[src/rtl/vertex_normal_extrusion_assert.svh]
// Assertion macros for the vertex extrusion block
`ifndef VERTEX_NORMAL_EXTRUSION_ASSERT_SVH
`define VERTEX_NORMAL_EXTRUSION_ASSERT_SVH
`ifndef SYNTHESIS
`define VNE_ASSERT_IMPL(label, clk, rst_n, prop, msg) \
  label: assert property (@(posedge clk) disable iff (!rst_n) prop) else $error(msg);
`define VNE_ASSERT_NEXT(label, clk, rst_n, cond, prop, msg) \
  label: assert property (@(posedge clk) disable iff (!rst_n) cond |=> prop) else $error(msg);
`else
`define VNE_ASSERT_IMPL(label, clk, rst_n, prop, msg)
`define VNE_ASSERT_NEXT(label, clk, rst_n, cond, prop, msg)
`endif
`endif

[src/rtl/vne_pkg.sv]
// Shared types and constants for the vertex extrusion block
package vne_pkg;
  localparam int NORM_BITS = 30;
  localparam int SQ_STEPS  = 31;   // root bits of a 62-bit sum of squares
  localparam int DIV_STEPS = 30;   // quotient bits of the unit normal below the top one
  localparam int LAT       = 1 + 1 + 1 + SQ_STEPS + DIV_STEPS + 1 + 1;

  typedef struct packed {
    logic skip;
    logic pass;
    logic sign_x;
    logic sign_y;
    logic sign_z;
  } ctl_t;
endpackage

[src/rtl/vne_div_cell.sv]
// One quotient bit of the three unit-normal divisions
module vne_div_cell #(
  parameter int CW = 32
) (
  input  logic            clk,
  input  logic            vld_i,
  input  logic [31:0]     len_i,
  input  logic [32:0]     rx_i,
  input  logic [32:0]     ry_i,
  input  logic [32:0]     rz_i,
  input  logic [31:0]     qx_i,
  input  logic [31:0]     qy_i,
  input  logic [31:0]     qz_i,
  input  logic [3*CW-1:0] pos_i,
  input  logic [CW-1:0]   amag_i,
  input  vne_pkg::ctl_t   ctl_i,
  output logic            vld_o,
  output logic [31:0]     len_o,
  output logic [32:0]     rx_o,
  output logic [32:0]     ry_o,
  output logic [32:0]     rz_o,
  output logic [31:0]     qx_o,
  output logic [31:0]     qy_o,
  output logic [31:0]     qz_o,
  output logic [3*CW-1:0] pos_o,
  output logic [CW-1:0]   amag_o,
  output vne_pkg::ctl_t   ctl_o
);
  logic [33:0] sx, sy, sz, lw;

  // shift remainder, compare against the length
  always_comb begin
    lw = {2'd0, len_i};
    sx = {rx_i, 1'b0};
    sy = {ry_i, 1'b0};
    sz = {rz_i, 1'b0};
  end

  always_ff @(posedge clk) begin
    vld_o  <= vld_i;
    len_o  <= len_i;
    rx_o   <= (sx >= lw) ? 33'(sx - lw) : sx[32:0];
    ry_o   <= (sy >= lw) ? 33'(sy - lw) : sy[32:0];
    rz_o   <= (sz >= lw) ? 33'(sz - lw) : sz[32:0];
    qx_o   <= {qx_i[30:0], sx >= lw};
    qy_o   <= {qy_i[30:0], sy >= lw};
    qz_o   <= {qz_i[30:0], sz >= lw};
    pos_o  <= pos_i;
    amag_o <= amag_i;
    ctl_o  <= ctl_i;
  end
endmodule

[config.mk]
export PLATFORM = sky130hd
export DESIGN_NAME = vne_div_cell
export DESIGN_NICKNAME = d
export VERILOG_FILES = /design/src/rtl/vertex_normal_extrusion_assert.svh /design/src/rtl/vne_pkg.sv /design/src/rtl/vne_div_cell.sv
export SDC_FILE = /design/constraint.sdc
export NUM_CORES = 1
export LEC_CHECK = 0
export BUFFER_PORTS_ARGS = -buffer_cell sky130_fd_sc_hd__buf_2
export CAP_MARGIN = 5
export CORE_AREA = 2 2 285 287
export CTS_CLUSTER_DIAMETER = 60
export DETAILED_ROUTE_END_ITERATION = 10
export DIE_AREA = 0 0 287 289
export SYNTH_ARGS = -nofsm -noshare
export SYNTH_HDL_FRONTEND = slang
export SYNTH_SLANG_ARGS = --single-unit
[constraint.sdc]
create_clock -name clk -period 8 [get_ports clk]
set_input_delay 1.2 -clock clk [delete_from_list [all_inputs] [get_ports clk]]
set_output_delay 1.2 -clock clk [all_outputs]
set_load 0.005 [all_outputs]
After elaboration in Yosys (flattened, before gate mapping)
Cells that the tools add are included.

word-level totals
  logic and storage cells = 27
  bits in registers = 361

operators by class
  $add $sub $neg = 3
  magnitude comparators = 3
  multiplexer cells = 3

operator list
  operator        number
  $ge 34x32->1    3
  $mux 33         3
  $sub 33x32->33  3

Longest topological paths before layout
Gate-level depths: netlist of run 1.

  depth after elaboration = 2
  gate-level depth with buffers = 14
  gate-level depth less buffers = 12

Worst setup path after synthesis of run 1
OpenSTA, ideal clock, no wires.

  kind = input to register
  start = input len_i[27]
  end = register rz_o[31]
  buffers on the path = 2
  library setup time = 0.121 ns
  arrival = 3.482 ns
  stages = 12
  slack = 4.397 ns
  cells stage by stage = inv_1 ha_1 clkbuf_1 a21oi_1 nor2b_1 o21ai_1 nand2b_1 a21o_1 a221o_1 a21oi_2 buf_2 mux2_2

on the way
  cells in the longest elaborated chain, start to end = 2
  elaborated cells on any way between the ends = 3

RTL lines
  what                                            line                source
  start, declared                                 vne_div_cell.sv:7   input logic [31:0] len_i,
  $sub 33x32->33 or $ge 34x32->1 (tied branches)  vne_div_cell.sv:44  rz_o <= (sz >= lw) ? 33'(sz - lw) : sz[32:0];
  $mux 33 (*)                                     vne_div_cell.sv:44
  end signal, assigned                            vne_div_cell.sv:44
  end, declared                                   vne_div_cell.sv:21  output logic [32:0] rz_o,

Mark *: on every way between the ends. The rest lies on a longest branch, timed or not.
A chain may end at the register's enable or synchronous reset.

Worst setup path in the final report of run 1
  start = input len_i[3]
  end = register ry_o[32]

on the way
  cells in the longest elaborated chain, start to end = 2
  elaborated cells on any way between the ends = 3

RTL lines
  what                                            line                source
  $sub 33x32->33 or $ge 34x32->1 (tied branches)  vne_div_cell.sv:43  ry_o <= (sy >= lw) ? 33'(sy - lw) : sy[32:0];
  $mux 33 (*)                                     vne_div_cell.sv:43
  end signal, assigned                            vne_div_cell.sv:43
  end, declared                                   vne_div_cell.sv:20  output logic [32:0] ry_o,

Marks and branches as above.

==> out/results.txt, run 1 <==
Fraction of registers with async set or reset after synthesis: 0. For the sequential cell fraction of total power, the log shows 0.390. The analysis attributes to cell leakage a power of 9.527 nW. The number of nets in the finished design came out at 2541.

The number of hold violations in the final report was 0; the number of placed instances with taps included was 3088. Met3 layer usage reported by global route: 0.05039. Final critical delay including setup and external delays: 4.666 ns. In this run the deepest clock path goes through 3 buffers.

On the final layout, the worst hold slack is 0.7016 ns. The signal on the critical path passes through buf_2, inv_1, ha_1, o211ai_1, a21oi_1, a211oi_2, o211ai_2, o211ai_1, a21oi_1, a221oi_4, buf_4, inv_2, o2111ai_1, o21ai_1. The DRC marker count from the first detailed-route iteration was 581; the sum of overflow across all layers after global routing was 0. Static timing analysis puts the maximum clock frequency at 214.3 MHz.

The total global-route track usage was 0.1532; the worst relative slew slack was 0.3052. Growth of design area from synthesis to finish: 46.80%. The number of enable flip-flop cells after synthesis came out at 0. The fraction of final layout cells with drive strength greater than 1 came out at 0.3883. The final route contains 12929 vias.

For the met2 track demand over resource in global routing, the log shows 0.2872. The part of the cycle the worst path needs was 0.5832. The worst setup path is captured at a flop. For this run, the slowest stage of the critical path takes 0.91 ns. Using the TritonRoute via totals, the vias-per-cell ratio works out to 4.062. In this design, the largest share of critical-path delay is due to compound AO/OA/AOI/OAI gates. Summed over all nets, the switching power comes to 1.536 mW. Clock-pin slew was measured on the worst setup and hold paths at 0.06 ns. STA classifies the critical path startpoint as a primary input. The effective utilization at floorplan was 0.1719; the net count after synthesis was 1810. TritonCTS built the clock tree.

The number of register bits inferred by synthesis came out at 361. The post-layout instance count excluding filler cells is 3183. The power share of the combinational group was 0.188; the average instance area after synthesis was 10.18 sq um.

The reported max-cap violation count is 0, and the width of the die is 287 microns. TritonCTS created 50 clock buffers. After detailed routing, the total wire length is 67510 microns. Cell chosen for the clock root: sky130_fd_sc_hd__clkbuf_16. The die span in y was 289 microns; the via count of the first global-routing pass was 12654. The tools report the sequential area share after synthesis as 0.5263. The cell type of the slowest stage on the worst timing path is sky130_fd_sc_hd__a221oi_4. The switching part of the total came out at 0.2955.

The number of slew-limit violations in the final report came out at 0. For the pin with the worst max-slew slack, the measured transition is 1.042 ns. Data on the critical path arrives at its endpoint at 5.14 ns.

The number of buffers inserted by post-CTS setup repair is 0, and the routed wirelength normalized by instance count is 21.21 microns. met2 is the most crowded layer. The number of instances in the synthesized netlist was 1349; the maximum level of the CTS H-tree was 2. For this run, the leading register cell type out of synthesis is sky130_fd_sc_hd__dfxtp_1.

The core region is 0.07990 sq mm. In this run the worst path has a maximum fanout of 29. Setup repair after global routing left no endpoint under its margin. The floorplan has 104 rows. During placement, the flow inserted port buffers numbering 719. The netlist area before placement was 0.01373 sq mm.

In this run the worst hold path is classified as in2reg. The die covers 0.08294 sq mm. The run finished with clean final reports.

The tools report the clock share of power as 0.422. For the final routed database, the setup TNS stands at 0 ns. The power per standard cell area works out to 258.0 mW/mm^2. The count of buffer and inverter cells on the critical path came out at 4. Before antenna repair, the detailed router went through 4 iterations.

The final routed DRC violation total is 0, and the HPWL after detailed placement is 57450 microns. The tools report the first-pass GRT wire length as 90100 microns. The tools report the initial antenna violation count as 41. The library cell used most frequently in the layout, excluding fill and tap cells, is sky130_fd_sc_hd__buf_2.

Entering global routing, the biggest net connects 48 pins. For the number of setup violations in the final report, the log shows 0. Cell internal power was estimated by the tool at 3.663 mW.

In the layout the commonest cells are sky130_fd_sc_hd__buf_2, sky130_fd_sc_hd__dfxtp_1, sky130_fd_sc_hd__a21oi_1, sky130_fd_sc_hd__nand2_1, sky130_fd_sc_hd__ha_1. The tree built by TritonCTS fans out to 361 sinks. Once the clock tree was built, the resizer swapped 0 gates to a different size. The final weighted congestion of routability-driven global placement is 0.8802.

IR analysis of the VDD net gives a maximum drop of 0.1882 mV. The run gives 723 as the count of pins on the block boundary. The critical path is of the in2reg type.

The global-route met1 utilization came out at 0.1598. The hold-fix buffer count after cts was 0; the post-route antenna net violation count was 0. For this run, the number of Yosys warnings is 0. The run gives 5.200 mW as the post-layout total power. Synthesis instantiated 65 different standard cells from the library. STA puts the critical path data required time at 8.48 ns.
[sequential cells by signal (all words and copies together) (netlist names)]
name / flops
qz_o: 32
amag_o: 32
qx_o: 32
ry_o: 33
qy_o: 32
len_o: 32
vld_o: 1
rz_o: 33
rx_o: 33
ctl_o: 5
pos_o: 96
[path summary, 6_finish.rpt]
check | from | cells after the start | endpoint | slack [ns]
max | len_i[3] | 14 | ry_o[32] | 3.33
min | qz_i[17] | 1 | qz_o[18] | 0.70
[stage by stage]
step	utilization	area (sq um)	setup slack (ns)
CTS	0.2521	20140	3.244
finish	0.2523	20160	3.334
detailed placement	0.2315	18500	2.607
global placement	0.2315	18500	2.661
global route	0.2522	20150	2.990
floorplan	-	13730	4.397
[cells by family (layout without fill, tap and decap cells)]
kind of cell | count (synthesis) | in the layout | synth area share
and+or+nand+nor | 318 | 318 | 0.1093
muxes | 41 | 41 | 0.03326
buffers and inverters | 102 | 870 | 0.03053
AOI/OAI and AO/OA | 346 | 346 | 0.1565
xor gates and xnor gates | 82 | 82 | 0.05231
adders and majority gates | 99 | 99 | 0.09185
other | 0 | 6 | 0
DFF | 361 | 361 | 0.5263
[layout make-up]
type	instances	area (sq um)
Sequential cell	361	7227
Tap cell	1060	1326
Clock buffer	61	1344
Multi-Input combinational cell	886	6101
Inverter	59	221.5
Timing Repair Buffer	722	3621
Antenna cell	6	15.01
Clock inverter	28	301.5
Fill cell	8690	59740
[Yosys cell counts, types with 3 or more instances]
master | count | area share
sky130_fd_sc_hd__nand2_1 | 98 | 0.027
sky130_fd_sc_hd__fa_1 | 3 | 0.0044
sky130_fd_sc_hd__and3_1 | 11 | 0.0050
sky130_fd_sc_hd__nor2_1 | 82 | 0.022
sky130_fd_sc_hd__a21oi_1 | 135 | 0.049
sky130_fd_sc_hd__nand2b_1 | 22 | 0.010
sky130_fd_sc_hd__or3_1 | 3 | 0.0014
sky130_fd_sc_hd__and2_1 | 7 | 0.0032
sky130_fd_sc_hd__or2_2 | 3 | 0.0014
sky130_fd_sc_hd__xor2_1 | 32 | 0.020
sky130_fd_sc_hd__dfxtp_1 | 361 | 0.53
sky130_fd_sc_hd__clkbuf_1 | 25 | 0.0068
sky130_fd_sc_hd__o31ai_1 | 5 | 0.0027
sky130_fd_sc_hd__mux2_1 | 34 | 0.028
sky130_fd_sc_hd__nand3_1 | 31 | 0.011
sky130_fd_sc_hd__a31oi_1 | 13 | 0.0059
sky130_fd_sc_hd__a211o_1 | 4 | 0.0026
sky130_fd_sc_hd__nand4_1 | 16 | 0.0073
sky130_fd_sc_hd__o21ai_1 | 35 | 0.013
sky130_fd_sc_hd__or4_1 | 3 | 0.0016
sky130_fd_sc_hd__o41ai_1 | 3 | 0.0019
sky130_fd_sc_hd__o221ai_1 | 3 | 0.0019
sky130_fd_sc_hd__inv_1 | 58 | 0.016
sky130_fd_sc_hd__ha_1 | 96 | 0.087
sky130_fd_sc_hd__buf_2 | 14 | 0.0051
sky130_fd_sc_hd__o21a_1 | 9 | 0.0049
sky130_fd_sc_hd__mux2i_1 | 4 | 0.0029
sky130_fd_sc_hd__o21bai_1 | 13 | 0.0071
sky130_fd_sc_hd__a211oi_1 | 7 | 0.0038
sky130_fd_sc_hd__o31a_1 | 3 | 0.0019
sky130_fd_sc_hd__nor4_1 | 4 | 0.0018
sky130_fd_sc_hd__nor2b_1 | 12 | 0.0055
sky130_fd_sc_hd__buf_4 | 3 | 0.0016
sky130_fd_sc_hd__a41oi_1 | 5 | 0.0032
sky130_fd_sc_hd__nor3_1 | 18 | 0.0066
sky130_fd_sc_hd__a221oi_1 | 5 | 0.0032
sky130_fd_sc_hd__a21o_1 | 29 | 0.016
sky130_fd_sc_hd__xnor2_1 | 50 | 0.032
sky130_fd_sc_hd__o21ai_0 | 47 | 0.017
sky130_fd_sc_hd__o211ai_1 | 10 | 0.0055
sky130_fd_sc_hd__mux2_2 | 3 | 0.0025
[layer usage]
metal	routed length [microns]	up-vias
met5	146	-
met4	2186	24
met3	5567	146
met2	35180	544
met1	24440	6003
li1	-	6212
[power groups by stage]
stage | Clock (mW) | Combinational [mW] | Sequential [mW]
final | 2.19 | 0.975 | 2.03
after global routing | 2.35 | 1.07 | 2.05
after CTS | 2.28 | 0.993 | 2.03
after detailed placement | 0 | 0.985 | 2.07
after global placement | 0 | 0.986 | 2.07
after floorplan | 0 | 0.453 | 2.09
Note: power is estimated with default switching activity, not from simulation.
==> run 2: changes to the inputs <==
- CORE_AREA: 2 2 285 287 -> 2 2 280 282
- DIE_AREA: 0 0 287 289 -> 0 0 282 284
- clock period: 8 -> 4.25 ns (I/O delays scaled with it)
==> run 2 against run 1 <==
  * Core utilization is 1.3 points higher
  * Setup slack worse by 2.3 ns
  * Final cell count hardly changed
  * Clock power is 100% higher
  * Global-route usage is 1.3 points higher
  * Die area is 3.4% lower
  * First-iteration DRC count is 7.7% lower
==> out/results.txt, run 2 (synthesis results as in run 1) <==
Static timing analysis puts the maximum clock frequency at 309.1 MHz. The count of input and output buffers is 719 (unchanged). The delay of the slowest critical-path stage works out to 0.38 ns (-0.53 ns). Flip-flop count of the largest register, all copies and words added: 96 (unchanged). The routed wirelength normalized by instance count works out to 22.02 microns (+3.8%).

The number of slew-limit violations in the final report is 0 (unchanged). The initial antenna violation count is 47 (+15%), and the power per standard cell area is 497.3 mW/mm^2 (+93%). The number of stages on the worst hold path was 1 (unchanged). The hold-fix buffer count after cts was 0 (unchanged).

The critical path is of the in2reg type. The logs give 0.006101 sq mm (unchanged) for the multi-input combinational cell area and 0.3181 mV (+69%) for the worst vdd rail ir drop. The library cells used most frequently in the layout, excluding fill and tap cells, are sky130_fd_sc_hd__buf_2, sky130_fd_sc_hd__dfxtp_1, sky130_fd_sc_hd__a21oi_1, sky130_fd_sc_hd__nand2_1, sky130_fd_sc_hd__ha_1.

The clock tree buffer depth is 3 (unchanged). Traced cell by cell, the critical path runs through buf_2, inv_1, ha_1, a21oi_1, o21ai_0, a21oi_1, a31oi_2, a41o_1, a221oi_2, o211ai_4, buf_12, mux2_1. Die span in y: 284 microns (-1.7%).

The number of hold violations in the final report is 0 (unchanged), and the transition time at the pin with the least slew margin is 0.5514 ns (-0.4908 ns). The width of the die was 282 microns (-1.7%); the part of the cycle the worst path needs was 0.7613. The critical path's most frequent cell was sky130_fd_sc_hd__a21oi_1.

For the switching power total, the log shows 2.883 mW (+88%). The post-CTS resize count was 0 (unchanged). The tools report the cell chosen for the clock root as sky130_fd_sc_hd__clkbuf_16. The arrival time reported for the critical path endpoint is 3.70 ns (-1.44 ns), and the clock transition time at the flip-flop clock pins of the worst setup and hold paths is 0.06 ns (about the same). STA classifies the critical path startpoint as a primary input.

The run finished with clean final reports. The peak fanout along the critical path came out at 30 (+3.4%). The summed area of non-filler cells in the final layout was 0.02043 sq mm (+1.3%); the post-route antenna net violation count was 0 (unchanged).

The pre-CTS setup slack is 0.3935 ns (-2.214 ns). The logs give 0.007227 sq mm (unchanged) for the area taken by flip-flops and latches and 0 ns (unchanged) for the setup TNS. The switching part of the total was 0.2838 (-0.01166). Sequential cell fraction of total power: 0.376 (-0.014). For the worst hold slack, the log shows 0.1446 ns (-0.5570 ns). The sink count of the clock tree was 361 (unchanged); the reported max-cap violation count was 0 (unchanged). The tools report the largest net degree at the start of global routing as 31 (-35%). The per-cell via count in the routed design was 4.088 (+0.64%).

The tools report the via count of the first global-routing pass as 12563 (-0.72%). The worst setup slack after layout is 1.015 ns (-2.320 ns), and the power share of the combinational group is 0.184 (-0.004). The DRC marker count from the first detailed-route iteration is 536 (-7.7%), and the clock share of power is 0.440 (+0.018). The number of nets in the finished design was 2557 (+0.63%).

The startpoint identified for the worst hold timing path is qz_i[1]. The fraction of final layout cells with drive strength greater than 1 came out at 0.3937 (+0.005441). For the number of placed instances with taps included, the log shows 3084 (-0.13%).

Number of buffers inserted by post-CTS setup repair: 0 (unchanged). The total core area was 0.07696 sq mm (-3.7%). The number of placement rows is 102 (-1.9%). The logs give 0.01862 sq mm (+0.65%) for the placed instance area and 8366 (-3.7%) for the fill cell total of the finished layout. The path with the worst hold slack has its endpoint at qz_o[2]. The tools report the total CTS buffers as 50 (unchanged). STA classifies the critical path endpoint as a flop.

The tools report the sum of overflow across all layers after global routing as 0 (unchanged). Setup repair after global routing left no endpoint under its margin. The logs give 4 (unchanged) for the number of search-and-repair iterations in the first detailed-routing pass and 13020 (+0.70%) for the count of vias placed by the detailed router. The final weighted congestion of routability-driven global placement is 0.9090 (+3.3%).

The static leakage was 9.680 nW (+1.6%); the final routed DRC violation total was 0 (unchanged). The register with the most flip-flops in the final layout is pos_o. For the finished layout, the period the worst path requires is 3.235 ns. The worst relative slew slack is 0.6316 (+0.3265), and the number of setup violations in the final report is 0 (unchanged).

The post-layout instance count excluding filler cells was 3185 (+0.063%). The count of pins on the block boundary came out at 723 (unchanged). For the total global-route track usage, the log shows 0.1665 (+0.01333). The logs give 4.71 ns (-3.77 ns) for the data required time at the worst endpoint and 7.276 mW (+99%) for the cell internal power dissipation.

Compared with the post-synthesis result, the final layout area differs by 48.78%. The HPWL after detailed placement is 60350 microns (+5.0%). The total wire length was 70140 microns (+3.9%).

The most common cell after layout, fill and taps aside was sky130_fd_sc_hd__buf_2. The full die area is 0.08009 sq mm (-3.4%). TritonCTS built the clock tree.

Maximum level of the CTS H-tree: 2 (unchanged). The min-delay analysis places its worst path in the category in2reg. Among all stages on the critical path, the largest delay is contributed by sky130_fd_sc_hd__ha_1.

The tools report the first-pass GRT wire length as 93050 microns (+3.3%). For the effective utilization at floorplan, the log shows 0.1784 (+0.006566).
-- run 2: changes by cell type in the layout (fill, tap and decap cells not counted), sizes merged --
cell and delta:
clkinvlp +1, inv -5, diode +3, buf +16, bufinv +6, clkbuf +1
-- run 2: worst max-delay path: cells and delay by family --
kind | cells | cell delay [ns]
AOI/OAI and AO/OA | 7 | 1.75
adders and majority gates | 1 | 0.38
buffers and inverters | 3 | 0.57
muxes | 1 | 0.33
-- run 2: metal layers --
| layer | GRT usage | up-vias | part of all wire |
|---|---|---|---|
| met3 | 0.06562 | 157 | 0.096 |
| li1 | - | 6254 | - |
| met4 | 0.04880 | 28 | 0.035 |
| met1 | 0.1683 | 6022 | 0.35 |
| met2 | 0.3106 | 559 | 0.51 |
| met5 | 0 | - | 0.0027 |
-- run 2: how the worst max path moves through the flow --
| stage | slack [ns] | cells after the start | endpoint | start |
|---|---|---|---|---|
| finish | 1.01 | 12 | rx_o[12] | len_i[9] |
| floorplan | 1.21 | 12 | rz_o[31] | len_i[27] |
| global placement | 0.43 | 12 | rx_o[12] | len_i[10] |
| CTS | 1.03 | 12 | rx_o[12] | len_i[11] |
| detailed placement | 0.39 | 12 | rx_o[12] | len_i[11] |
| global route | 0.88 | 12 | rx_o[12] | len_i[11] |
-- run 2: metrics by stage --
step,total power [mW],util
after floorplan,4.791,-
after global placement,5.777,0.2419
after detailed placement,5.768,0.2419
after CTS,10.32,0.2652
after global routing,10.65,0.2652
final,10.16,0.2655
-- run 2: cell type report --
type / count / area share
sequential: 361 / 0.3538
multi-input combinational: 886 / 0.2986
timing repair buffer: 738 / 0.1844
clock buffer: 62 / 0.06645
tap: 1040 / 0.06370
clock inverter: 30 / 0.02113
inverter: 59 / 0.01084
antenna: 9 / 0.001102
-- run 2: power groups by stage --
| stage | Clock (mW) | Combinational (mW) | Sequential [mW] |
|---|---|---|---|
| finish | 4.47 | 1.87 | 3.82 |
| global route | 4.75 | 2.05 | 3.85 |
| CTS | 4.60 | 1.89 | 3.83 |
| detailed placement | 0 | 1.88 | 3.89 |
| global placement | 0 | 1.88 | 3.90 |
| floorplan | 0 | 0.852 | 3.94 |
