===== src/rtl/vertex_normal_extrusion_assert.svh =====
// Assertion macros for the vertex extrusion block
`ifndef VERTEX_NORMAL_EXTRUSION_ASSERT_SVH
`define VERTEX_NORMAL_EXTRUSION_ASSERT_SVH
`ifndef SYNTHESIS
`define VNE_ASSERT_IMPL(label, clk, rst_n, prop, msg) \
  label: assert property (@(posedge clk) disable iff (!rst_n) prop) else $error(msg);
`define VNE_ASSERT_NEXT(label, clk, rst_n, cond, prop, msg) \
  label: assert property (@(posedge clk) disable iff (!rst_n) cond |=> prop) else $error(msg);
`else
`define VNE_ASSERT_IMPL(label, clk, rst_n, prop, msg)
`define VNE_ASSERT_NEXT(label, clk, rst_n, cond, prop, msg)
`endif
`endif


===== src/rtl/vne_pkg.sv =====
// Shared types and constants for the vertex extrusion block
package vne_pkg;
  localparam int NORM_BITS = 30;
  localparam int SQ_STEPS  = 31;   // root bits of a 62-bit sum of squares
  localparam int DIV_STEPS = 30;   // quotient bits of the unit normal below the top one
  localparam int LAT       = 1 + 1 + 1 + SQ_STEPS + DIV_STEPS + 1 + 1;

  typedef struct packed {
    logic skip;
    logic pass;
    logic sign_x;
    logic sign_y;
    logic sign_z;
  } ctl_t;
endpackage


===== src/rtl/vne_sqrt_cell.sv =====
// One bit step of the restoring square root; carries the vertex along
module vne_sqrt_cell #(
  parameter int STEP = 0,
  parameter int CW   = 32
) (
  input  logic                clk,
  input  logic                vld_i,
  input  logic [63:0]         rem_i,
  input  logic [31:0]         root_i,
  input  logic [30:0]         nx_i,
  input  logic [30:0]         ny_i,
  input  logic [30:0]         nz_i,
  input  logic [3*CW-1:0]     pos_i,
  input  logic [CW-1:0]       amag_i,
  input  vne_pkg::ctl_t       ctl_i,
  output logic                vld_o,
  output logic [63:0]         rem_o,
  output logic [31:0]         root_o,
  output logic [30:0]         nx_o,
  output logic [30:0]         ny_o,
  output logic [30:0]         nz_o,
  output logic [3*CW-1:0]     pos_o,
  output logic [CW-1:0]       amag_o,
  output vne_pkg::ctl_t       ctl_o
);
  localparam int SH = 2 * (vne_pkg::SQ_STEPS - 1 - STEP);
  logic [63:0] trial;
  logic [63:0] bitv;
  logic        ge;

  // try the next root bit: (2*r*2^k + 2^k)^2 - (2*r*2^k)^2
  always_comb begin
    bitv  = 64'd1 << SH;
    trial = ({32'd0, root_i} << (SH + 2)) + bitv;
    ge    = rem_i >= trial;
  end

  // advance to the neighbor
  always_ff @(posedge clk) begin
    vld_o  <= vld_i;
    rem_o  <= ge ? rem_i - trial : rem_i;
    root_o <= {root_i[30:0], ge};
    nx_o   <= nx_i;
    ny_o   <= ny_i;
    nz_o   <= nz_i;
    pos_o  <= pos_i;
    amag_o <= amag_i;
    ctl_o  <= ctl_i;
  end
endmodule


===== config.mk =====
export PLATFORM = sky130hd
export DESIGN_NAME = vne_sqrt_cell
export DESIGN_NICKNAME = d
export VERILOG_FILES = /design/src/rtl/vertex_normal_extrusion_assert.svh /design/src/rtl/vne_pkg.sv /design/src/rtl/vne_sqrt_cell.sv
export SDC_FILE = /design/constraint.sdc
export NUM_CORES = 1
export LEC_CHECK = 0
export BUFFER_PORTS_ARGS = -buffer_cell sky130_fd_sc_hd__clkbuf_2
export CORE_AREA = 2 2 255 257
export DETAILED_ROUTE_END_ITERATION = 10
export DIE_AREA = 0 0 257 259
export REMOVE_ABC_BUFFERS = 1
export SYNTH_ARGS = -nofsm -noshare
export SYNTH_HDL_FRONTEND = slang
export SYNTH_SLANG_ARGS = --single-unit

===== constraint.sdc =====
create_clock -name clk -period 2.01 [get_ports clk]
set_input_delay 0.201 -clock clk [delete_from_list [all_inputs] [get_ports clk]]
set_output_delay 0.201 -clock clk [all_outputs]
set_load 0.01 [all_outputs]

* Word-level counts from Yosys, hierarchy flattened *
Index checks and enable logic that the tools add are counted.

word-level totals
  register bits after elaboration = 323

operators by class
  add/sub/neg operators = 2
  magnitude comparators = 1
  multiplexer cells = 1

operators by type and width
  cell                                                              count
  64-bit by 61-bit adder with 64-bit output, second input constant  1
  64-bit >= comparator                                              1
  64-bit 2-to-1 mux                                                 1
  64-bit subtractor                                                 1

* Longest topological paths before layout *
Gate-level depths: netlist (run 1).

  depth in word-level cells = 3
  mapped depth = 7

* Worst setup path before layout (run 1) *
OpenSTA, ideal clock, no wires.

  path kind = input to register
  start point = input port root_i[0]
  end point = register rem_o[62]
  arrival time = 1546 ps
  required time = 1887 ps
  setup slack = 341 ps
  cell stages on the path = 7
  path buffers = 0
  cell sequence = inv_1 -> ha_1 -> nor4b_2 -> nand4_1 -> nor4_2 -> nor3_2 -> mux2_1

on the way
  cells in the longest elaborated chain, start to end = 3

ends and longest elaborated chain
  element                                                    line                                      source
  start, declared                                            vne_sqrt_cell.sv:9                        input logic [31:0] root_i,
  64-bit by 61-bit adder with 64-bit output (*)              vne_sqrt_cell.sv:34                       trial = ({32'd0, root_i} << (SH + 2)) + bitv;
  64-bit subtractor or 64-bit >= comparator (tied branches)  vne_sqrt_cell.sv:41, vne_sqrt_cell.sv:35
  64-bit 2-to-1 mux (*)                                      vne_sqrt_cell.sv:41                       rem_o <= ge ? rem_i - trial : rem_i;
  end signal, assigned                                       vne_sqrt_cell.sv:41
  end, declared                                              vne_sqrt_cell.sv:17                       output logic [63:0] rem_o,

Every way passes the cells marked *; elsewhere a longest branch is shown, timed or not.

* Worst setup path after layout (run 1) *
  start point = input port rem_i[17]
  end point = register rem_o[63]

on the way
  cells in the longest elaborated chain, start to end = 2

ends and longest elaborated chain
  element                                                    line                                      source
  start, declared                                            vne_sqrt_cell.sv:8                        input logic [63:0] rem_i,
  64-bit subtractor or 64-bit >= comparator (tied branches)  vne_sqrt_cell.sv:41, vne_sqrt_cell.sv:35
  64-bit 2-to-1 mux (*)                                      vne_sqrt_cell.sv:41

Marks and branches as above.

==> results of run 1 <==
[metrics by stage]
| stage | cell area (µm²) | cells | hold WS (ns) |
|---|---|---|---|
| global placement | 11100 | 1871 | 0.303 |
| global route | 15600 | 2255 | 0.268 |
| floorplan | 6780 | 364 | 0.229 |
| detailed placement | 11100 | 1871 | 0.305 |
| finish | 15600 | 2255 | 0.298 |
| CTS | 15500 | 2254 | 0.240 |
[kinds of logic (layout without fill, tap and decap cells)]
kind of cell	count (synthesis)	after routing	share of synthesized area [%]
buffers and inverters	5	1041	0.277
AND/OR/NAND/NOR	24	24	2.53
multiplexers	3	3	0.480
AO/OA/AOI/OAI	2	2	0.221
adder cells (fa/ha/maj)	4	4	0.738
flip-flops	323	323	95.4
XOR/XNOR	3	3	0.388
[report_power, final]
part | total (mW) | switching [mW] | internal (mW)
Combinational | 1.52 | 0.629 | 0.890
Clock | 6.23 | 2.61 | 3.62
Sequential | 6.89 | 0.123 | 6.76
Total | 14.6 | 3.36 | 11.3
[critical path, delay by kind of cell]
kind | cells | cell delay (ns)
buf+inv | 4 | 1.04
simple gates | 4 | 0.81
mux | 1 | 0.31
[what timing repair did]
action | in CTS | in global routing
resized for setup | 0 | 11
buffers inserted | 0 | 2
hold buffers | 322 | 0
endpoints found under the setup margin | 0 | 2
endpoints found under the hold margin | 322 | 0
[flip-flops by register name, summed over array words and instances, names as in the netlist]
name and cells:
rem_o 64, amag_o 32, ny_o 31, vld_o 1, nz_o 31, nx_o 31, ctl_o 5, root_o 32
pos_o 96
[final cells by class]
class                   instances  area share, %
repair buffers                975           41.9
flip-flops and latches        323           41.6
well taps                     855           6.88
clock buffers                  46           6.34
multi-input cells              36           2.35
clock inverters                15          0.860
inverters                       5          0.121
[layout by cell type, fill, tap and decap left out]
| cell | netlist | final |
|---|---|---|
| sky130_fd_sc_hd__clkbuf_2 | 0 | 644 |
| sky130_fd_sc_hd__dfxtp_1 | 323 | 323 |
| sky130_fd_sc_hd__dlygate4sd3_1 | 0 | 322 |
| sky130_fd_sc_hd__clkbuf_16 | 0 | 35 |
| sky130_fd_sc_hd__buf_4 | 0 | 8 |
| sky130_fd_sc_hd__nor4_1 | 13 | 7 |
| sky130_fd_sc_hd__clkbuf_8 | 0 | 7 |
| sky130_fd_sc_hd__clkinv_2 | 0 | 7 |
| sky130_fd_sc_hd__inv_1 | 5 | 5 |
| sky130_fd_sc_hd__nand4_1 | 4 | 4 |
| sky130_fd_sc_hd__nor4_2 | 1 | 4 |
| sky130_fd_sc_hd__ha_1 | 4 | 4 |
| sky130_fd_sc_hd__clkbuf_1 | 0 | 4 |
| sky130_fd_sc_hd__nor4_4 | 0 | 3 |
| sky130_fd_sc_hd__xnor2_1 | 3 | 3 |
| sky130_fd_sc_hd__inv_6 | 0 | 3 |
| sky130_fd_sc_hd__o21a_1 | 2 | 2 |
| sky130_fd_sc_hd__mux2_1 | 2 | 2 |
| sky130_fd_sc_hd__clkinvlp_4 | 0 | 2 |
| sky130_fd_sc_hd__nor2b_1 | 1 | 1 |
| sky130_fd_sc_hd__and4bb_2 | 1 | 1 |
| sky130_fd_sc_hd__nor4b_2 | 1 | 1 |
| sky130_fd_sc_hd__nor3_1 | 1 | 1 |
| sky130_fd_sc_hd__nor3_4 | 0 | 1 |
| sky130_fd_sc_hd__mux2i_1 | 1 | 1 |
| sky130_fd_sc_hd__nor2_1 | 1 | 1 |
| sky130_fd_sc_hd__inv_8 | 0 | 1 |
| sky130_fd_sc_hd__bufinv_16 | 0 | 1 |
| sky130_fd_sc_hd__clkinv_8 | 0 | 1 |
| sky130_fd_sc_hd__buf_6 | 0 | 1 |
[how the worst min path moves through the flow]
stage               startpoint        end  slack [ns]  cells past startpoint
detailed placement    pos_i[2]   pos_o[2]        0.30                      1
CTS                  pos_i[95]  pos_o[95]        0.24                      2
floorplan            amag_i[0]  amag_o[0]        0.23                      0
global placement      pos_i[2]   pos_o[2]        0.30                      1
global route         pos_i[14]  pos_o[14]        0.27                      2
finish               pos_i[14]  pos_o[14]        0.30                      2
[routing by layer]
| layer | part of all wire, % | track usage, % |
|---|---|---|
| met5 | 0.073 | 0 |
| met4 | 3.8 | 4.15 |
| met3 | 9.6 | 3.43 |
| met2 | 50 | 16.0 |
| met1 | 36 | 8.85 |
==> run summary, run 1 <==
The run finished with clean final reports. The number of top-level pins came out at 647. The slowest stage of the critical path is the sky130_fd_sc_hd__dlygate4sd3_1 cell. The placeable core area is 0.0639 mm². The worst setup path is launched from an input port. The path class of the lowest-slack min-delay path is input port to flop.

The count of nets left with antenna violations after detail routing is 0. The total number of vias is 6,858. The tree is rooted in a sky130_fd_sc_hd__clkbuf_16. The number of storage elements in the synthesis netlist is 323. The total DRC errors in the routed layout is 0. Synthesis instantiated 16 different standard cells from the library. The floorplan die height is 259 µm.

The longest clock path from root to sink contains 3 buffers. In this run the number of H-tree levels came out at 2. Global routing used 8.82% of the available tracks. Setup repair after global routing left no endpoint under its margin. Once the floorplan was initialized, standard cells occupied 10.6% of the core. The routability congestion estimate came out at 0.804. The maximum VDD drop is 0.000581 V. Cells fill 24.4% of the core in the end.

The data required time of the worst path came out at 2.43 ns. The most critical setup path has its endpoint at rem_o[63]. TritonCTS built the clock tree. The maximum number of pins on one net before global-route repair is 16. The synthesized design devotes to its leading area cell type 95.4% of total area. The layout-stage area growth over the synthesis result came out at 129%. The areal power density over the cells came out at 941 mW/mm².

The die area came out at 0.0666 mm². For the pin with the worst max-slew slack, the measured transition is 0.311 ns. During synthesis, Yosys emitted a total of 0 warnings. The floorplan step set the die width to 257 µm. After routing, the total negative slack on setup checks comes to 0 ns. The number of global-route vias before repair is 7,691. Counting every sink on the clock net gives 323.

Dividing the final minimum period by the clock period gives 97.2%. The worst-case setup slack after placement came out at -0.0992 ns. The number of antenna diodes in the final layout is 0. The synthesized instance count came out at 364. The maximum single-stage delay on the critical path came out at 0.54 ns. The share of the Yosys chip area taken by registers is 95.4%. The critical path is of the input port to flop type.

The routed length per instance came out at 13.9 µm. In the post-synthesis netlist, the biggest area contributors are sky130_fd_sc_hd__dfxtp_1 95%, sky130_fd_sc_hd__nor4_1 1.2%, sky130_fd_sc_hd__ha_1 0.74%, sky130_fd_sc_hd__xnor2_1 0.39%, sky130_fd_sc_hd__nand4_1 0.37%. The area of combinational cells with multiple inputs came out at 365 µm².

Counting I/O delays and the setup requirement, the final critical path takes 1.95 ns. The count of maximum capacitance violations came out at 0. The most critical setup path has its startpoint at rem_i[17].

The commonest cells after synthesis are 323 x sky130_fd_sc_hd__dfxtp_1, 13 x sky130_fd_sc_hd__nor4_1, 5 x sky130_fd_sc_hd__inv_1. Counting stages on the worst path, the most repeated cell is sky130_fd_sc_hd__nor4_4. The number of antenna violations at the first check in global routing was 4. The share of final-layout standard cells stronger than drive strength 1 is 51.4%.

The peak fanout along the critical path is 5. The HPWL reported at the end of detailed placement is 21,300 µm. For this run, the top clock speed supported by timing is 512 MHz. The number of buffers created by CTS came out at 35.

The reported leakage power came out at 7.48 nW. The number of pins exceeding their max-slew limit in the final report came out at 0. The global-route wire length before repair came out at 44,500 µm. The most common cell in the synthesized netlist is sky130_fd_sc_hd__dfxtp_1. The detailed router finished its first iteration with 250 violations. The final setup violation count came out at 0. STA classifies the critical path endpoint as a flop.

The layout net count came out at 1,704. The clock transition at the registers of the reported paths came out at 0.06 ns. The critical path goes through dlygate4sd3_1 > clkbuf_2 > nor4_4 > buf_4 > nand4_1 > buf_6 > nor4_4 > nor3_4 > mux2_1. The floorplan row count came out at 93. The final worst slack is 0.0558 ns. The worst slew margin relative to its limit is 79.1%. Counting the fill cells in the layout gives 6,597.

After synthesis, the mean cell area works out to 18.6 µm². The count of endpoints failing hold in the final timing report is 0. The number of enable flip-flop cells after synthesis is 0. In the synthesized netlist the async set-or-reset flop fraction comes to 0%. The detailed-router iteration count before antenna repair is 4. Data arrives at the worst endpoint at 2.37 ns. The total wirelength of the detailed-routed design came out at 31,400 µm.

The synthesized design spends more area on one cell type than any other, namely sky130_fd_sc_hd__dfxtp_1. Dividing the detail-routed via count by the number of cells gives 3.04. The area taken by flip-flops and latches is 0.00647 mm². The total power of the final layout is 14.6 mW. The area of the mapped netlist is 0.00678 mm². In the synthesized netlist the dominant register cell turns out to be sky130_fd_sc_hd__dfxtp_1. During placement, the flow inserted port buffers numbering 645. The total overflow left after global routing is 0.
(Power assumes the default switching activity.)
==> inputs of run 2 (changes only) <==
--- a/config.mk
+++ b/config.mk
@@ -5,11 +5,13 @@
 export SDC_FILE = /design/constraint.sdc
 export NUM_CORES = 1
 export LEC_CHECK = 0
+export ABC_AREA = 1
 export BUFFER_PORTS_ARGS = -buffer_cell sky130_fd_sc_hd__clkbuf_2
-export CORE_AREA = 2 2 255 257
+export CORE_AREA = 2 2 253 255
 export DETAILED_ROUTE_END_ITERATION = 10
-export DIE_AREA = 0 0 257 259
+export DIE_AREA = 0 0 255 257
 export REMOVE_ABC_BUFFERS = 1
+export SLEW_MARGIN = 40
 export SYNTH_ARGS = -nofsm -noshare
 export SYNTH_HDL_FRONTEND = slang
 export SYNTH_SLANG_ARGS = --single-unit
==> run 2 against run 1 <==
Sequential power is essentially flat. Worst setup slack improved by 0.50 ns. Combinational power is essentially flat.
==> run summary, run 2 <==
The placeable core area is 0.0627 mm² (-1.8%). The number of storage elements in the synthesis netlist came out at 323 (unchanged). The largest registers in the layout are pos_o: 96 flops, rem_o: 64 flops. The maximum number of pins on one net before global-route repair came out at 15 (-1). CTS placed an instance of sky130_fd_sc_hd__clkbuf_16 at the clock tree root. The share of the clock period used by the worst path after layout came out at 72.1% (-25 points). The die extent in x is 255 µm (-0.78%). The reported leakage power came out at 7.52 nW (+0.62%). The cell type with the highest aggregate area in the netlist is sky130_fd_sc_hd__dfxtp_1. The total number of vias was 6,840 (-0.26%).

The die area came out at 0.0655 mm² (-1.5%). The number of vias per cell after detailed routing is 2.99 (-1.8%). Leaving out fill and tap cells, the most frequent cell in the layout is sky130_fd_sc_hd__clkbuf_2. The run finished with clean final reports.

The final cell utilization of the core is 24.8% (+0.48 points). The total wirelength of the detailed-routed design was 31,500 µm (+0.47%). The number of flip-flops in the largest register came to 96 (unchanged). The floorplan row count came out at 92 (-1.1%). The floorplan die height is 257 µm (-0.77%). The count of maximum capacitance violations came to 0 (unchanged). The clock network fraction of design power is 43.6% (+1.0 points).

The routability congestion estimate came out at 0.748 (-6.9%). The most instantiated library cell after synthesis is sky130_fd_sc_hd__dfxtp_1. The maximum VDD drop is 0.000726 V (+25%). The number of buffers created by CTS came out at 36 (+2.9%).

The part of the total power dissipated in sequential elements came out at 46.3% (-0.8 points). The final setup violation count is 0 (unchanged). The count of nets left with antenna violations after detail routing came out at 0 (unchanged).

The critical setup path kind is input port to flop. STA classifies the critical path startpoint as an input port. The maximum single-stage delay on the critical path is 0.54 ns (about the same). The starting density of the core is 11.0% (+0.37 points). The share of final-layout standard cells stronger than drive strength 1 was 49.1% (-2.3 points).

The synthesized instance count came out at 414 (+14%). The fraction of synthesized cell area taken by the top area cell type is 93.9% (-1.5 points). The number of top-level pins came out at 647 (unchanged). The number of global-route vias before repair is 7,547 (-1.9%). The detailed-router iteration count before antenna repair is 4 (unchanged). The count of clock tree sinks came out at 323 (unchanged). The total DRC errors in the routed layout came out at 0 (unchanged). Setup repair after global routing left no endpoint under its margin.

The leftover overflow at the end of global routing came out at 0 (unchanged). The transition at the pin with the smallest max-transition slack came out at 0.276 ns (-0.0345 ns). The slowest stage of the critical path is the sky130_fd_sc_hd__dlygate4sd3_1 cell. Leaving out fill and tap cells, the most frequent cells in the layout are 645 x sky130_fd_sc_hd__clkbuf_2, 323 x sky130_fd_sc_hd__dfxtp_1, 322 x sky130_fd_sc_hd__dlygate4sd3_1. The combinational share of power came out at 10.2% (-0.2 points). The number of warnings reported in the yosys synthesis log is 0 (unchanged). The number of I/O port buffers is 645 (unchanged). The worst slew margin relative to its limit is 81.6% (+2.5 points). The number of pins exceeding their max-slew limit in the final report is 0 (unchanged). The post-synthesis async set-or-reset flop share was 0% (unchanged). The sequential element share of the synthesized area came out at 93.9% (-1.5 points).

The maximum clock insertion buffer count was 3 (unchanged). The worst-case setup slack after placement came to 0.516 ns (+0.615 ns). The final worst slack is 0.560 ns (+0.504 ns). The average cell area after synthesis came to 16.6 µm² (-11%). In this design, the critical path's most frequently occurring cell is sky130_fd_sc_hd__nand2_1. The switching part of the total power was 22.7% (-0.24 points). The count of unique library cells instantiated by Yosys is 15 (-1). The maximum frequency from static timing analysis is 690 MHz (+35%). The area of the mapped netlist came out at 0.00689 mm² (+1.6%). The layout net count is 1,748 (+2.6%). The peak fanout along the critical path was 5 (unchanged). The number of setup buffers added after CTS came out at 0 (unchanged). The internal power of the cells came to 11.5 mW (+2.1%). Among all flip-flop cells after synthesis, the most frequent one is sky130_fd_sc_hd__dfxtp_1. The clock transition at the registers of the reported paths came out at 0.06 ns (about the same). The setup total negative slack was 0 ns (unchanged). The cell family contributing the most delay on the critical path is simple AND/OR/NAND/NOR gates. The number of enable flip-flop cells after synthesis is 0 (unchanged).

The total global routing track utilization was 8.97% (+0.15 points). The first-iteration detailed-routing DRC count came out at 334 (+34%). The routed length per instance is 13.8 µm (-1.1%).

The count of endpoints failing hold in the final timing report is 0 (unchanged). The number of levels in the clock H-tree is 2 (unchanged). The data required time of the worst path came out at 2.43 ns (about the same). Walking the worst path, the cells encountered are dlygate4sd3_1 > clkbuf_2 > nor2_1 > nand2_1 > nor2_1 > buf_4 > nand2_1 > nor2_4 > nand2_2 > nand3_1 > nand2_1.

The TritonCTS clock tree is done. The global-route wire length before repair came to 43,200 µm (-2.8%). The number of buffers and inverters on the critical path was 3 (-1).

In the post-synthesis netlist, the biggest area contributors are sky130_fd_sc_hd__dfxtp_1 94%, sky130_fd_sc_hd__nor2_1 2.0%, sky130_fd_sc_hd__nand2_1 1.5%, sky130_fd_sc_hd__ha_1 0.73%, sky130_fd_sc_hd__inv_1 0.38%. The number of antenna violations at the first check in global routing is 1 (-3). The commonest cells after synthesis are 323 x sky130_fd_sc_hd__dfxtp_1, 37 x sky130_fd_sc_hd__nor2_1, 28 x sky130_fd_sc_hd__nand2_1. The top register by number of flip-flops is pos_o.

The number of instances resized during post-cts repair is 0 (unchanged). The arrival time of data at the critical path endpoint is 1.87 ns (-0.50 ns). The endpoint kind of the worst setup timing path is a flop. The areal power density over the cells is 956 mW/mm² (+1.6%).

The HPWL reported at the end of detailed placement is 21,800 µm (+2.4%). The shortest period the worst path allows came out at 1.45 ns (-0.504 ns). The switching power summed over all nets came out at 3.39 mW (+0.71%). The layout-stage area growth over the synthesis result came out at 126%. The path class of the tightest hold or removal check is input port to flop.
run 2: stage by stage:
| stage | instance area (µm²) | total power, mW | cells | hold WS [ns] |
|---|---|---|---|---|
| after floorplan | 6890 | 7.24 | 414 | 0.229 |
| after global placement | 11200 | 8.00 | 1906 | 0.303 |
| after detailed placement | 11200 | 8.02 | 1906 | 0.305 |
| after CTS | 15600 | 15.1 | 2290 | 0.254 |
| after global routing | 15600 | 15.5 | 2291 | 0.271 |
| final | 15600 | 14.9 | 2291 | 0.304 |
run 2: logic make-up (layout without fill, tap and decap cells):
family                   Yosys count  in the layout  share of synthesized area (%)
AND/OR/NAND/NOR                   75             75                           4.50
adder cells (fa/ha/maj)            4              4                          0.727
other                              0              1                              0
XOR/XNOR                           2              2                          0.254
flip-flops                       323            323                           93.9
buffers and inverters              7           1037                          0.381
AO/OA/AOI/OAI                      3              3                          0.272
run 2: area by class of cell:
| class | count | area [µm²] |
|---|---|---|
| well taps | 846 | 1060 |
| repair buffers | 968 | 6460 |
| flip-flops and latches | 323 | 6470 |
| clock inverters | 14 | 146 |
| inverters | 7 | 26.3 |
| multi-input cells | 84 | 397 |
| clock buffers | 48 | 1030 |
| fillers | 6461 | 47200 |
| diodes | 1 | 2.50 |
run 2: timing repair:
item                                    4_1_cts  5_1_grt
endpoints found under the setup margin        0        0
endpoints found under the hold margin       322        0
hold buffers                                322        0
run 2: routing by layer:
metal / track usage (%) / share of wire, % / vias up
met5: 0 / 0 / -
met4: 4.14 / 3.3 / 0
met3: 2.62 / 8.0 / 57
met2: 16.4 / 50 / 378
met1: 9.36 / 38 / 3115
li1: - / - / 3290
run 2: path summary, 6_finish.rpt:
path,startpoint,endpoint,slack [ns],depth (start not counted)
worst max-delay path,rem_i[24],rem_o[60],0.56,11
worst min-delay path,pos_i[71],pos_o[71],0.30,2
run 2: power by group through the flow:
stage               combinational (mW)  sequential, mW  clock [mW]
floorplan                       0.0594            7.18           0
global placement                 0.988            7.01           0
detailed placement               0.998            7.02           0
CTS                               1.51            6.88        6.73
global route                      1.63            6.92        6.98
finish                            1.51            6.89        6.49
